===== config.mk =====
export PLATFORM = sky130hd
export DESIGN_NAME = sorted_priority_queue
export DESIGN_NICKNAME = d
export VERILOG_FILES = /design/src/hdl/spq_pkg.sv /design/src/hdl/spq_cell.sv /design/src/hdl/sorted_priority_queue.sv
export SDC_FILE = /design/constraint.sdc
export NUM_CORES = 2
export LEC_CHECK = 0
export ABC_AREA = 1
export CAP_MARGIN = 40
export CORE_ASPECT_RATIO = 1.25
export CORE_MARGIN = 4
export CORE_UTILIZATION = 40
export CTS_CLUSTER_SIZE = 30
export DETAILED_ROUTE_END_ITERATION = 10
export DONT_BUFFER_PORTS = 1
export PLACE_DENSITY = 0.57
export SLEW_MARGIN = 20
export SYNTH_ARGS = -nofsm -noshare
export SYNTH_HDL_FRONTEND = slang
export SYNTH_SLANG_ARGS = --single-unit

===== constraint.sdc =====
create_clock -name clk -period 6.9 [get_ports clk]
set_input_delay 0.345 -clock clk [delete_from_list [all_inputs] [get_ports clk]]
set_output_delay 0.345 -clock clk [all_outputs]
set_load 0.02 [all_outputs]

===== src/hdl/spq_pkg.sv =====
// types and codes shared by the sorted priority queue
package spq_pkg;

    localparam logic [1:0] ACT_INSERT = 2'd0;
    localparam logic [1:0] ACT_DELETE = 2'd1;
    localparam logic [1:0] ACT_READ   = 2'd2;

    localparam logic [1:0] ST_OK       = 2'd0;
    localparam logic [1:0] ST_FULL     = 2'd1;
    localparam logic [1:0] ST_NOTFOUND = 2'd2;
    localparam logic [1:0] ST_EMPTY    = 2'd3;

    typedef struct packed {
        logic [1:0]  action;
        logic [15:0] patient_id;
        logic [7:0]  prio;
        logic [15:0] treat;
        logic [3:0]  rank;
    } req_word_t;

    typedef struct packed {
        logic [1:0]  status;
        logic [15:0] out_id;
        logic [7:0]  out_prio;
        logic [15:0] out_treat;
        logic [4:0]  occupancy;
    } rsp_word_t;

    typedef struct packed {
        logic [15:0] id;
        logic [7:0]  prio;
        logic [15:0] treat;
    } entry_t;

    typedef struct packed {
        logic   ins;
        logic   del;
        entry_t key;
    } cell_ctrl_t;

endpackage


===== src/hdl/spq_cell.sv =====
// one slot of the sorted chain: holds an entry and shifts left or right
module spq_cell
    import spq_pkg::*;
#(
    parameter int IDX   = 0,
    parameter int CNT_W = 5
)
(
    input  logic             clk,
    input  cell_ctrl_t       ctrl,
    input  logic [CNT_W-1:0] fill,
    input  entry_t           left_entry,
    input  logic             left_flag,
    input  entry_t           right_entry,
    input  logic             found_in,
    output entry_t           entry,
    output logic             flag,
    output logic             found_out
);

    entry_t entry_reg;
    entry_t entry_next;
    logic   occ;
    logic   goes_before;
    logic   match;

    assign occ         = CNT_W'(IDX) < fill;
    assign goes_before = (entry_reg.prio > ctrl.key.prio) ||
                         ((entry_reg.prio == ctrl.key.prio) &&
                          (entry_reg.treat >= ctrl.key.treat));
    assign flag        = !occ || goes_before;
    assign match       = occ && (entry_reg.id == ctrl.key.id);
    assign found_out   = found_in || match;
    assign entry       = entry_reg;

    always_comb
    begin
        entry_next = entry_reg;
        if (ctrl.ins)
        begin
            if (left_flag)
            begin
                entry_next = left_entry;
            end
            else if (flag)
            begin
                entry_next = ctrl.key;
            end
        end
        else if (ctrl.del && found_out)
        begin
            entry_next = right_entry;
        end
    end

    always_ff @(posedge clk)
    begin
        entry_reg <= entry_next;
    end

endmodule


===== src/hdl/sorted_priority_queue.sv =====
// sorted priority queue built as a chain of shifting slots
//
//  channel | signals                     | direction | carries
//  req     | req_valid, req_stall, req   | in        | action and entry fields
//  rsp     | rsp_valid, rsp_stall, rsp   | out       | status, entry read, occupancy
//
//  a word is accepted into a command register, executed across all slots once
//  rsp can take a result, and its result lands in the output register; one
//  word per cycle while rsp is not stalled
//  rst_n clears the fill count and valid flags, slot contents stay as they are
//  a stalled rsp holds the command register, which then stalls req
module sorted_priority_queue
    import spq_pkg::*;
#(
    parameter int CAPACITY = 16
)
(
    input  logic      clk,
    input  logic      rst_n,
    input  logic      req_valid,
    output logic      req_stall,
    input  req_word_t req,
    output logic      rsp_valid,
    input  logic      rsp_stall,
    output rsp_word_t rsp
);

    localparam int CNT_W = $clog2(CAPACITY + 1);
    localparam int CMP_W = (CNT_W > 4) ? CNT_W : 4;
    localparam int RD_N  = (CAPACITY < 16) ? CAPACITY : 16;

    req_word_t        cmd_reg;
    logic             cmd_valid_reg;
    logic [CNT_W-1:0] fill_reg;
    logic [CNT_W-1:0] fill_next;
    rsp_word_t        rsp_reg;
    rsp_word_t        rsp_next;
    logic             rsp_valid_reg;
    logic             advance;
    logic             accept;
    logic             is_full;
    logic             is_empty;
    logic             found;
    logic             rank_ok;
    cell_ctrl_t       ctrl;
    entry_t           rd_entry;

    entry_t           cell_entry [CAPACITY];
    logic             cell_flag  [CAPACITY];
    logic             cell_found [CAPACITY];

    assign advance   = cmd_valid_reg && (!rsp_valid_reg || !rsp_stall);
    assign req_stall = cmd_valid_reg && !advance;
    assign accept    = req_valid && !req_stall;
    assign rsp_valid = rsp_valid_reg;
    assign rsp       = rsp_reg;

    assign is_full  = fill_reg >= CNT_W'(CAPACITY);
    assign is_empty = fill_reg == '0;
    assign found    = cell_found[CAPACITY-1];
    assign rank_ok  = CMP_W'(cmd_reg.rank) < CMP_W'(fill_reg);

    // a slot only shifts on delete once a match is seen at or before it
    always_comb
    begin
        ctrl.key.id    = cmd_reg.patient_id;
        ctrl.key.prio  = cmd_reg.prio;
        ctrl.key.treat = cmd_reg.treat;
        ctrl.ins = advance && (cmd_reg.action == ACT_INSERT) && !is_full;
        ctrl.del = advance && (cmd_reg.action == ACT_DELETE) && !is_empty;
    end

    genvar g;
    generate
        for (g = 0; g < CAPACITY; g++)
        begin : g_cell
            entry_t left_e;
            entry_t right_e;
            logic   left_f;
            logic   found_i;
            if (g == 0)
            begin : g_head
                assign left_e  = cell_entry[g];
                assign left_f  = 1'b0;
                assign found_i = 1'b0;
            end
            else
            begin : g_body
                assign left_e  = cell_entry[g-1];
                assign left_f  = cell_flag[g-1];
                assign found_i = cell_found[g-1];
            end
            if (g == CAPACITY - 1)
            begin : g_tail
                assign right_e = cell_entry[g];
            end
            else
            begin : g_mid
                assign right_e = cell_entry[g+1];
            end
            spq_cell #(
                .IDX   (g),
                .CNT_W (CNT_W)
            ) u_cell (
                .clk         (clk),
                .ctrl        (ctrl),
                .fill        (fill_reg),
                .left_entry  (left_e),
                .left_flag   (left_f),
                .right_entry (right_e),
                .found_in    (found_i),
                .entry       (cell_entry[g]),
                .flag        (cell_flag[g]),
                .found_out   (cell_found[g])
            );
        end
    endgenerate

    // rank only spans the first sixteen slots
    always_comb
    begin
        rd_entry = '0;
        for (int i = 0; i < RD_N; i++)
        begin
            if (cmd_reg.rank == 4'(i))
            begin
                rd_entry = cell_entry[i];
            end
        end
    end

    always_comb
    begin
        fill_next = fill_reg;
        rsp_next  = '0;
        case (cmd_reg.action)
            ACT_INSERT:
            begin
                if (is_full)
                begin
                    rsp_next.status = ST_FULL;
                end
                else
                begin
                    rsp_next.status = ST_OK;
                    fill_next       = fill_reg + 1'b1;
                end
            end
            ACT_DELETE:
            begin
                if (is_empty)
                begin
                    rsp_next.status = ST_EMPTY;
                end
                else if (!found)
                begin
                    rsp_next.status = ST_NOTFOUND;
                end
                else
                begin
                    rsp_next.status = ST_OK;
                    fill_next       = fill_reg - 1'b1;
                end
            end
            ACT_READ:
            begin
                if (rank_ok)
                begin
                    rsp_next.status    = ST_OK;
                    rsp_next.out_id    = rd_entry.id;
                    rsp_next.out_prio  = rd_entry.prio;
                    rsp_next.out_treat = rd_entry.treat;
                end
                else
                begin
                    rsp_next.status = ST_EMPTY;
                end
            end
            default:
            begin
                rsp_next.status = ST_OK;
            end
        endcase
        rsp_next.occupancy = 5'(fill_next);
    end

    always_ff @(posedge clk or negedge rst_n)
    begin
        if (!rst_n)
        begin
            cmd_valid_reg <= 1'b0;
            rsp_valid_reg <= 1'b0;
            fill_reg      <= '0;
        end
        else
        begin
            if (accept)
            begin
                cmd_valid_reg <= 1'b1;
            end
            else if (advance)
            begin
                cmd_valid_reg <= 1'b0;
            end
            if (advance)
            begin
                rsp_valid_reg <= 1'b1;
                fill_reg      <= fill_next;
            end
            else if (!rsp_stall)
            begin
                rsp_valid_reg <= 1'b0;
            end
        end
    end

    always_ff @(posedge clk)
    begin
        if (accept)
        begin
            cmd_reg <= req;
        end
        if (advance)
        begin
            rsp_reg <= rsp_next;
        end
    end

    a_fill_bound: assert property (@(posedge clk) disable iff (!rst_n)
        fill_reg <= CNT_W'(CAPACITY))
        else $error("fill count beyond capacity");

    a_full_hold: assert property (@(posedge clk) disable iff (!rst_n)
        (advance && (cmd_reg.action == ACT_INSERT) && is_full) |=> $stable(fill_reg))
        else $error("refused insert changed the fill count");

    a_rsp_follows: assert property (@(posedge clk) disable iff (!rst_n)
        advance |=> rsp_valid)
        else $error("executed command gave no response");

    a_no_lost_cmd: assert property (@(posedge clk) disable iff (!rst_n)
        (cmd_valid_reg && !advance) |=> cmd_valid_reg)
        else $error("pending command dropped");

endmodule


## Word-level counts from Yosys, hierarchy flattened

Index checks and enable logic that the tools add are counted.

- Flip-flop bits (word level): 740
- Bits of input ports: 50
- Output and inout port bits: 49
- Word-level logic and storage cells: 429

- Add/sub/neg operators: 2
- Magnitude comparators: 50
- Equality and inequality tests: 65
- Muxes and demuxes: 90
- Reduce and logical (&&, ||, !) cells: 161

Operators by type and width:

| cell | number |
|---|---|
| 40-bit two-way mux | 77 |
| 16-bit equality test | 16 |
| 16-bit >= comparator | 16 |
| 8-bit equality test | 16 |
| 8-bit greater-than comparator | 16 |
| 1-bit logical AND | 54 |
| 1-bit logical OR | 48 |
| 3-bit by 1-bit inequality test with 1-bit output, second input constant | 14 |
| 4-bit by 5-bit less-than comparator with 1-bit output, first input constant | 8 |
| 2-bit AND reduction | 17 |
| 2-bit nonzero test | 17 |
| 4-bit equality test, second input constant | 8 |
| 1-bit logical NOT | 22 |
| 3-bit by 5-bit less-than comparator with 1-bit output, first input constant | 4 |
| 4-bit by 3-bit equality test with 1-bit output, second input constant | 4 |
| 5-bit two-way mux | 3 |
| 1-bit by 5-bit less-than comparator with 1-bit output, first input constant | 2 |
| 2-bit by 5-bit less-than comparator with 1-bit output, first input constant | 2 |
| 5-bit case mux with 2 select lines | 1 |
| 4-bit by 2-bit equality test with 1-bit output, second input constant | 2 |
| 2-bit two-way mux | 3 |
| 2-bit case mux with 3 select lines | 1 |
| 5-bit by 1-bit adder with 5-bit output, second input constant | 1 |
| 5-bit >= comparator, second input constant | 1 |
| other kinds (10) | 15 |

## Depth between registers and ports, before layout

- Word-level depth: 20
- Depth in mapped cells: 23
- Depth with buffers taken out: 22

## By module

From an unflattened synthesis, not the netlist that was laid out.

- Cells, all modules: 7888
- Area total of the unflattened synthesis: 56008.7 um2

Modules (own cells, without submodules):

| module | times used | cells each | area each (um2) | seq. area each (um2) |
|---|---|---|---|---|
| sorted_priority_queue | 1 | 1441 | 8772.2 | 2967.8 |
| spq_cell at g_cell[10].u_cell | 1 | 420 | 3006.6 | 1201.2 |
| spq_cell at g_cell[14].u_cell | 1 | 419 | 3000.4 | 1201.2 |
| spq_cell at g_cell[8].u_cell | 1 | 421 | 2989.1 | 1201.2 |
| spq_cell at g_cell[4].u_cell | 1 | 416 | 2980.4 | 1201.2 |
| spq_cell at g_cell[7].u_cell | 1 | 414 | 2980.4 | 1201.2 |
| spq_cell at g_cell[15].u_cell | 1 | 415 | 2970.3 | 1201.2 |
| spq_cell at g_cell[2].u_cell | 1 | 397 | 2962.8 | 1201.2 |
| spq_cell at g_cell[6].u_cell | 1 | 392 | 2945.3 | 1201.2 |
| spq_cell at g_cell[12].u_cell | 1 | 398 | 2942.8 | 1201.2 |
| spq_cell at g_cell[9].u_cell | 1 | 398 | 2934.1 | 1201.2 |
| spq_cell at g_cell[11].u_cell | 1 | 395 | 2930.3 | 1201.2 |
| spq_cell at g_cell[13].u_cell | 1 | 397 | 2927.8 | 1201.2 |
| spq_cell at g_cell[5].u_cell | 1 | 393 | 2919.0 | 1201.2 |
| +3 rows | - | - | - | - |

## Least setup slack after synthesis

No wires, ideal clock.

- Kind: register to register
- Start: register rsp_valid_reg (netlist: rsp_valid)
- End: register g_cell[0].u_cell.entry_reg (netlist bit g_cell[0].u_cell.entry[0]) (enable)
- Arrival time: 5.346 ns
- Required time: 6.407 ns
- Slack: 1.061 ns
- Stages on the path, launching flop included: 6
- Buffers on the path: 0
- Period minus slack after synthesis: 5.839 ns
- Cell sequence: dfrtp_1 > nand2_1 > inv_1 > nor2_2 > nand2_1 > o21ai_0

- Cells in the longest elaborated chain, start to end: 8
- Elaborated cells on any way between the ends: 11
- Those cells by class: eq/ne: 1; reduce/logical: 10

Ends and longest elaborated chain:

| item | line | RTL |
|---|---|---|
| start, declared | sorted_priority_queue.sv:38 | `logic rsp_valid_reg;` |
| start signal, assigned | sorted_priority_queue.sv:192 | `rsp_valid_reg <= 1'b0;` |
| start signal, assigned | sorted_priority_queue.sv:207 | `rsp_valid_reg <= 1'b1;` |
| start signal, assigned | sorted_priority_queue.sv:212 | `rsp_valid_reg <= 1'b0;` |
| 1-bit logical NOT * | sorted_priority_queue.sv:52 | `assign advance = cmd_valid_reg && (!rsp_valid_reg \|\| !rsp_stall);` |
| 1-bit logical OR * | sorted_priority_queue.sv:52 |  |
| 1-bit logical AND * | sorted_priority_queue.sv:52 |  |
| net advance | sorted_priority_queue.sv:39 | `logic advance;` |
| 1-bit logical AND (2 in series) | sorted_priority_queue.sv:70 | `ctrl.del = advance && (cmd_reg.action == ACT_DELETE) && !is_empty;` |
| 1-bit logical AND | spq_cell.sv:50 | `else if (ctrl.del && found_out)` |
| 2-bit nonzero test (no source line) | - |  |
| 2-bit AND reduction (no source line) * | - |  |
| end signal, assigned | spq_cell.sv:58 | `entry_reg <= entry_next;` |
| end, declared | spq_cell.sv:21 | `entry_t entry_reg;` |

Mark *: on every way through the listed nets, which the timed path passes. The rest lies on a longest branch.
A chain may end at the register's enable or synchronous reset.

## Worst setup path after layout

- Start: register cmd_reg[5] in the netlist's numbering
- End: register g_cell[12].u_cell.entry_reg (netlist bit g_cell[12].u_cell.entry[9]) (enable)

- Cells in the longest elaborated chain, start to end: 6
- Elaborated cells on any way between the ends: 10
- Those cells by class: order compare: 2; eq/ne: 1; reduce/logical: 7

Ends and longest elaborated chain:

| item | line | RTL |
|---|---|---|
| start, declared | sorted_priority_queue.sv:32 | `req_word_t cmd_reg;` |
| start signal, assigned | sorted_priority_queue.sv:221 | `cmd_reg <= req;` |
| 16-bit >= comparator | spq_cell.sv:30 | `(entry_reg.treat >= ctrl.key.treat));` |
| 1-bit logical AND | spq_cell.sv:29 | `((entry_reg.prio == ctrl.key.prio) &&` |
| 1-bit logical OR | spq_cell.sv:28 | `assign goes_before = (entry_reg.prio > ctrl.key.prio) \|\|` |
| 1-bit logical OR | spq_cell.sv:31 | `assign flag = !occ \|\| goes_before;` |
| 3-bit by 1-bit inequality test with 1-bit output (no source line) * | - |  |
| 2-bit AND reduction (no source line) * | - |  |
| end signal, assigned | spq_cell.sv:58 |  |
| end, declared | spq_cell.sv:21 |  |

Every way passes the cells marked *; elsewhere a longest branch is shown, timed or not.

==> results.md <==
* Outcome: complete, no violations
* Worst vdd ir at 164.8 uV
* Ys Warns at 0
* Final WS setup at 2026 ps
* Dpl cells at 7649
* Setup TNS at 0 ps
* ANT cells at 0
* RSZ-0062 raised after global routing: no
* Post-synthesis average cell area at 8.219 um2
* CTS root buffer: clkbuf_16
* Synth Register Bits at 740
* GRT Util Overall at 0.2478
* WP data arrival at 5210 ps
* Critical path class: flop to flop
* Overall power at 13.64 mW
* Max Root-Sink Buffers at 3
* Die W at 328.2 um
* Routed len/inst at 21.84 um
* Starting density of the core at 0.4038
* Crit path time final at 4874 ps
* CP required at 7230 ps
* Synth cell types at 59
* I/O Buffers at 0
* Starting DRT DRC Count at 5065
* Top_reg_cell synth: edfxtp_1
* Area grow syn2layout at 9.895%
* Largest register FFs at 640
* Worst Max-Slew Pin Slew at 924.6 ps
* Dpl hpwl at 128.0 mm
* First drt pass iteration count at 6
* First-pass GRT wire length at 261.5 mm
* Cells after Synth at 6237
* Commonest non-fill, non-tap cell in the layout: o21ai_0
* Syn Nets at 6654
* Core Box Area at 127000 um2
* Worst Path Max Fanout at 34
* DRT antenna net count at 0
* Gpl congestion at 0.9826
* CP endpoint kind: flop
* Overall die height at 408.2 um
* Largest net degree at the start of global routing at 188
* Clock Skew at 23.82 ps
* Period Utilization, post-route at 0.7064
* Final Max Tran Viols at 0
* Core Util, Final at 0.4437
* Htree depth at 3
* Post-synth EDFFs at 733
* DRC viols at 0
* Slew HR at 0.3676
* Final-report hold violation count at 0
* Filler-free cell count of the finished design at 7855
* Vias in the first global route at 42322
* Clock Pin Slew Worst Setup and Hold Paths at 60 ps
* Clk sink count at 740
* I/O pins at 99
* CTS buffer count at 84
* Overflow after GRT at 0
* Initial antenna violation count at 1
* Most frequent cells in the layout: o21ai_0, nand2_1, inv_1
* Flop-to-flop setup slack at 2030 ps
* Leakage at 22.79 nW
* Routed wire length at 171.5 mm
* Post-Synthesis Cell Area at 51260 um2
* Max Freq at 205.2 MHz
* Power density cells at 242.1 nW/um2
* Standard-cell rows at 146
* Max Cap Viol at 0
* Worst min path class: input pin to flop
* Placement Setup Slack at 2018 ps
* Fraction of layout cells with a size suffix above 1 at 0.05249
* Async set-reset flop share out of synthesis at 0.009459
* Post-synthesis sequential area ratio at 0.4328
* Via density at 5.702
* Startpoint class of the critical path: flop
* # nets final at 6505
* Finish-stage setup viols at 0
* Skew-Pair Late Insertion Delay at 680 ps
* DR vias at 44790
* Die area at 134000 um2
* CTS tree: done
-- kinds of logic after synthesis --
kind of cell | share of synthesized area
buffers and inverters | 0.08785
DFF | 0.4328
adders and majority gates | 0.08958
AOI/OAI and AO/OA | 0.2312
and+or+nand+nor | 0.1376
xor gates and xnor gates | 0.02102
-- synth_stat cells (17+ instances only) --
| cell | count | area, um2 |
|---|---|---|
| buf_2 | 29 | 145.1 |
| a31oi_1 | 17 | 106.4 |
| xor2_1 | 89 | 779.5 |
| nor4_1 | 63 | 394.1 |
| nor3_1 | 40 | 200.2 |
| xnor2_1 | 34 | 297.8 |
| edfxtp_1 | 733 | 22010 |
| o21ai_1 | 54 | 270.3 |
| inv_1 | 744 | 2793 |
| nor2_1 | 285 | 1070 |
| inv_2 | 17 | 63.81 |
| nand2_1 | 981 | 3682 |
| o2111ai_1 | 45 | 394.1 |
| ha_1 | 367 | 4592 |
| o221ai_1 | 56 | 490.5 |
| o21a_1 | 29 | 217.7 |
| o21ai_0 | 1085 | 5430 |
| buf_1 | 35 | 131.4 |
| a21oi_1 | 694 | 3473 |
| nand4_1 | 86 | 538.0 |
| o22ai_1 | 102 | 638.1 |
| o211ai_1 | 25 | 187.7 |
| clkbuf_1 | 321 | 1205 |
| nand3_1 | 154 | 770.7 |
-- stage by stage --
stage | hold WS, ps | area, um2
2_1_floorplan | 49.41 | 51260
3_3_place_gp | 49.65 | 52870
3_5_place_dp | 49.68 | 53100
4_1_cts | 238.2 | 56250
5_1_grt | 277.1 | 56330
6_report | 293.0 | 56330
-- where the power goes --
part,switching [mW],total [mW],internal [mW]
logic,2.66,3.52,0.865
clock network,1.98,4.51,2.53
registers,0.268,5.60,5.34
-- final timing paths --
path	startpoint	to	depth (start not counted)
setup / recovery	cmd_reg[5]$_DFFE_PP_	g_cell[12].u_cell.entry[9]$_DFFE_PP_	17
hold / removal	req[3]	cmd_reg[3]$_DFFE_PP_	1
setup reg to reg	cmd_reg[5]$_DFFE_PP_	g_cell[12].u_cell.entry[9]$_DFFE_PP_	17
hold reg to reg	cmd_valid_reg$_DFFE_PN0P_	rsp_valid$_DFFE_PN0P_	2
max in group asynchronous	rst_n	fill_reg[3]$_DFFE_PN0P_	2
min in group asynchronous	rst_n	fill_reg[0]$_DFFE_PN0P_	2
-- worst max-delay path, stage by stage, from the launching register on --
cell,delay (ps)
edfxtp_1,350
buf_4,200
inv_1,620
ha_1,240
a21boi_0,170
o21a_1,130
o21a_1,110
o211ai_1,80
nand2_1,80
a21oi_1,70
o21bai_1,170
a21oi_1,130
o21ai_0,360
nand2_1,130
nand3_2,470
inv_1,170
a21oi_4,630
buf_4,410
-- per-layer routing --
| metal | track usage | wire length (um) | part of all wire | up-vias |
|---|---|---|---|---|
| met1 | 0.3530 | 77450 | 0.45 | 21130 |
| met4 | 0.08292 | 5691 | 0.033 | 0 |
| li1 | - | - | - | 21726 |
| met5 | 0 | 0 | 0 | - |
| met3 | 0.02534 | 10580 | 0.062 | 260 |
| met2 | 0.3946 | 77810 | 0.45 | 1674 |
-- cell type report --
| cell class | count | area (um2) |
|---|---|---|
| Sequential cell | 740 | 22190 |
| Clock inverter | 47 | 372.9 |
| Timing Repair Buffer | 168 | 1602 |
| Tap cell | 1702 | 2130 |
| Inverter | 766 | 2883 |
| Multi-Input combinational cell | 4328 | 24880 |
| Clock buffer | 104 | 2281 |
| Fill cell | 12419 | 70630 |
-- repair_timing --
item                                   4_1_cts  5_1_grt
resized for setup                            0        0
setup buffers                                0        0
hold buffers                                50        0
endpoints found under the hold margin       58        0
Power figures use the tool's default switching activity.
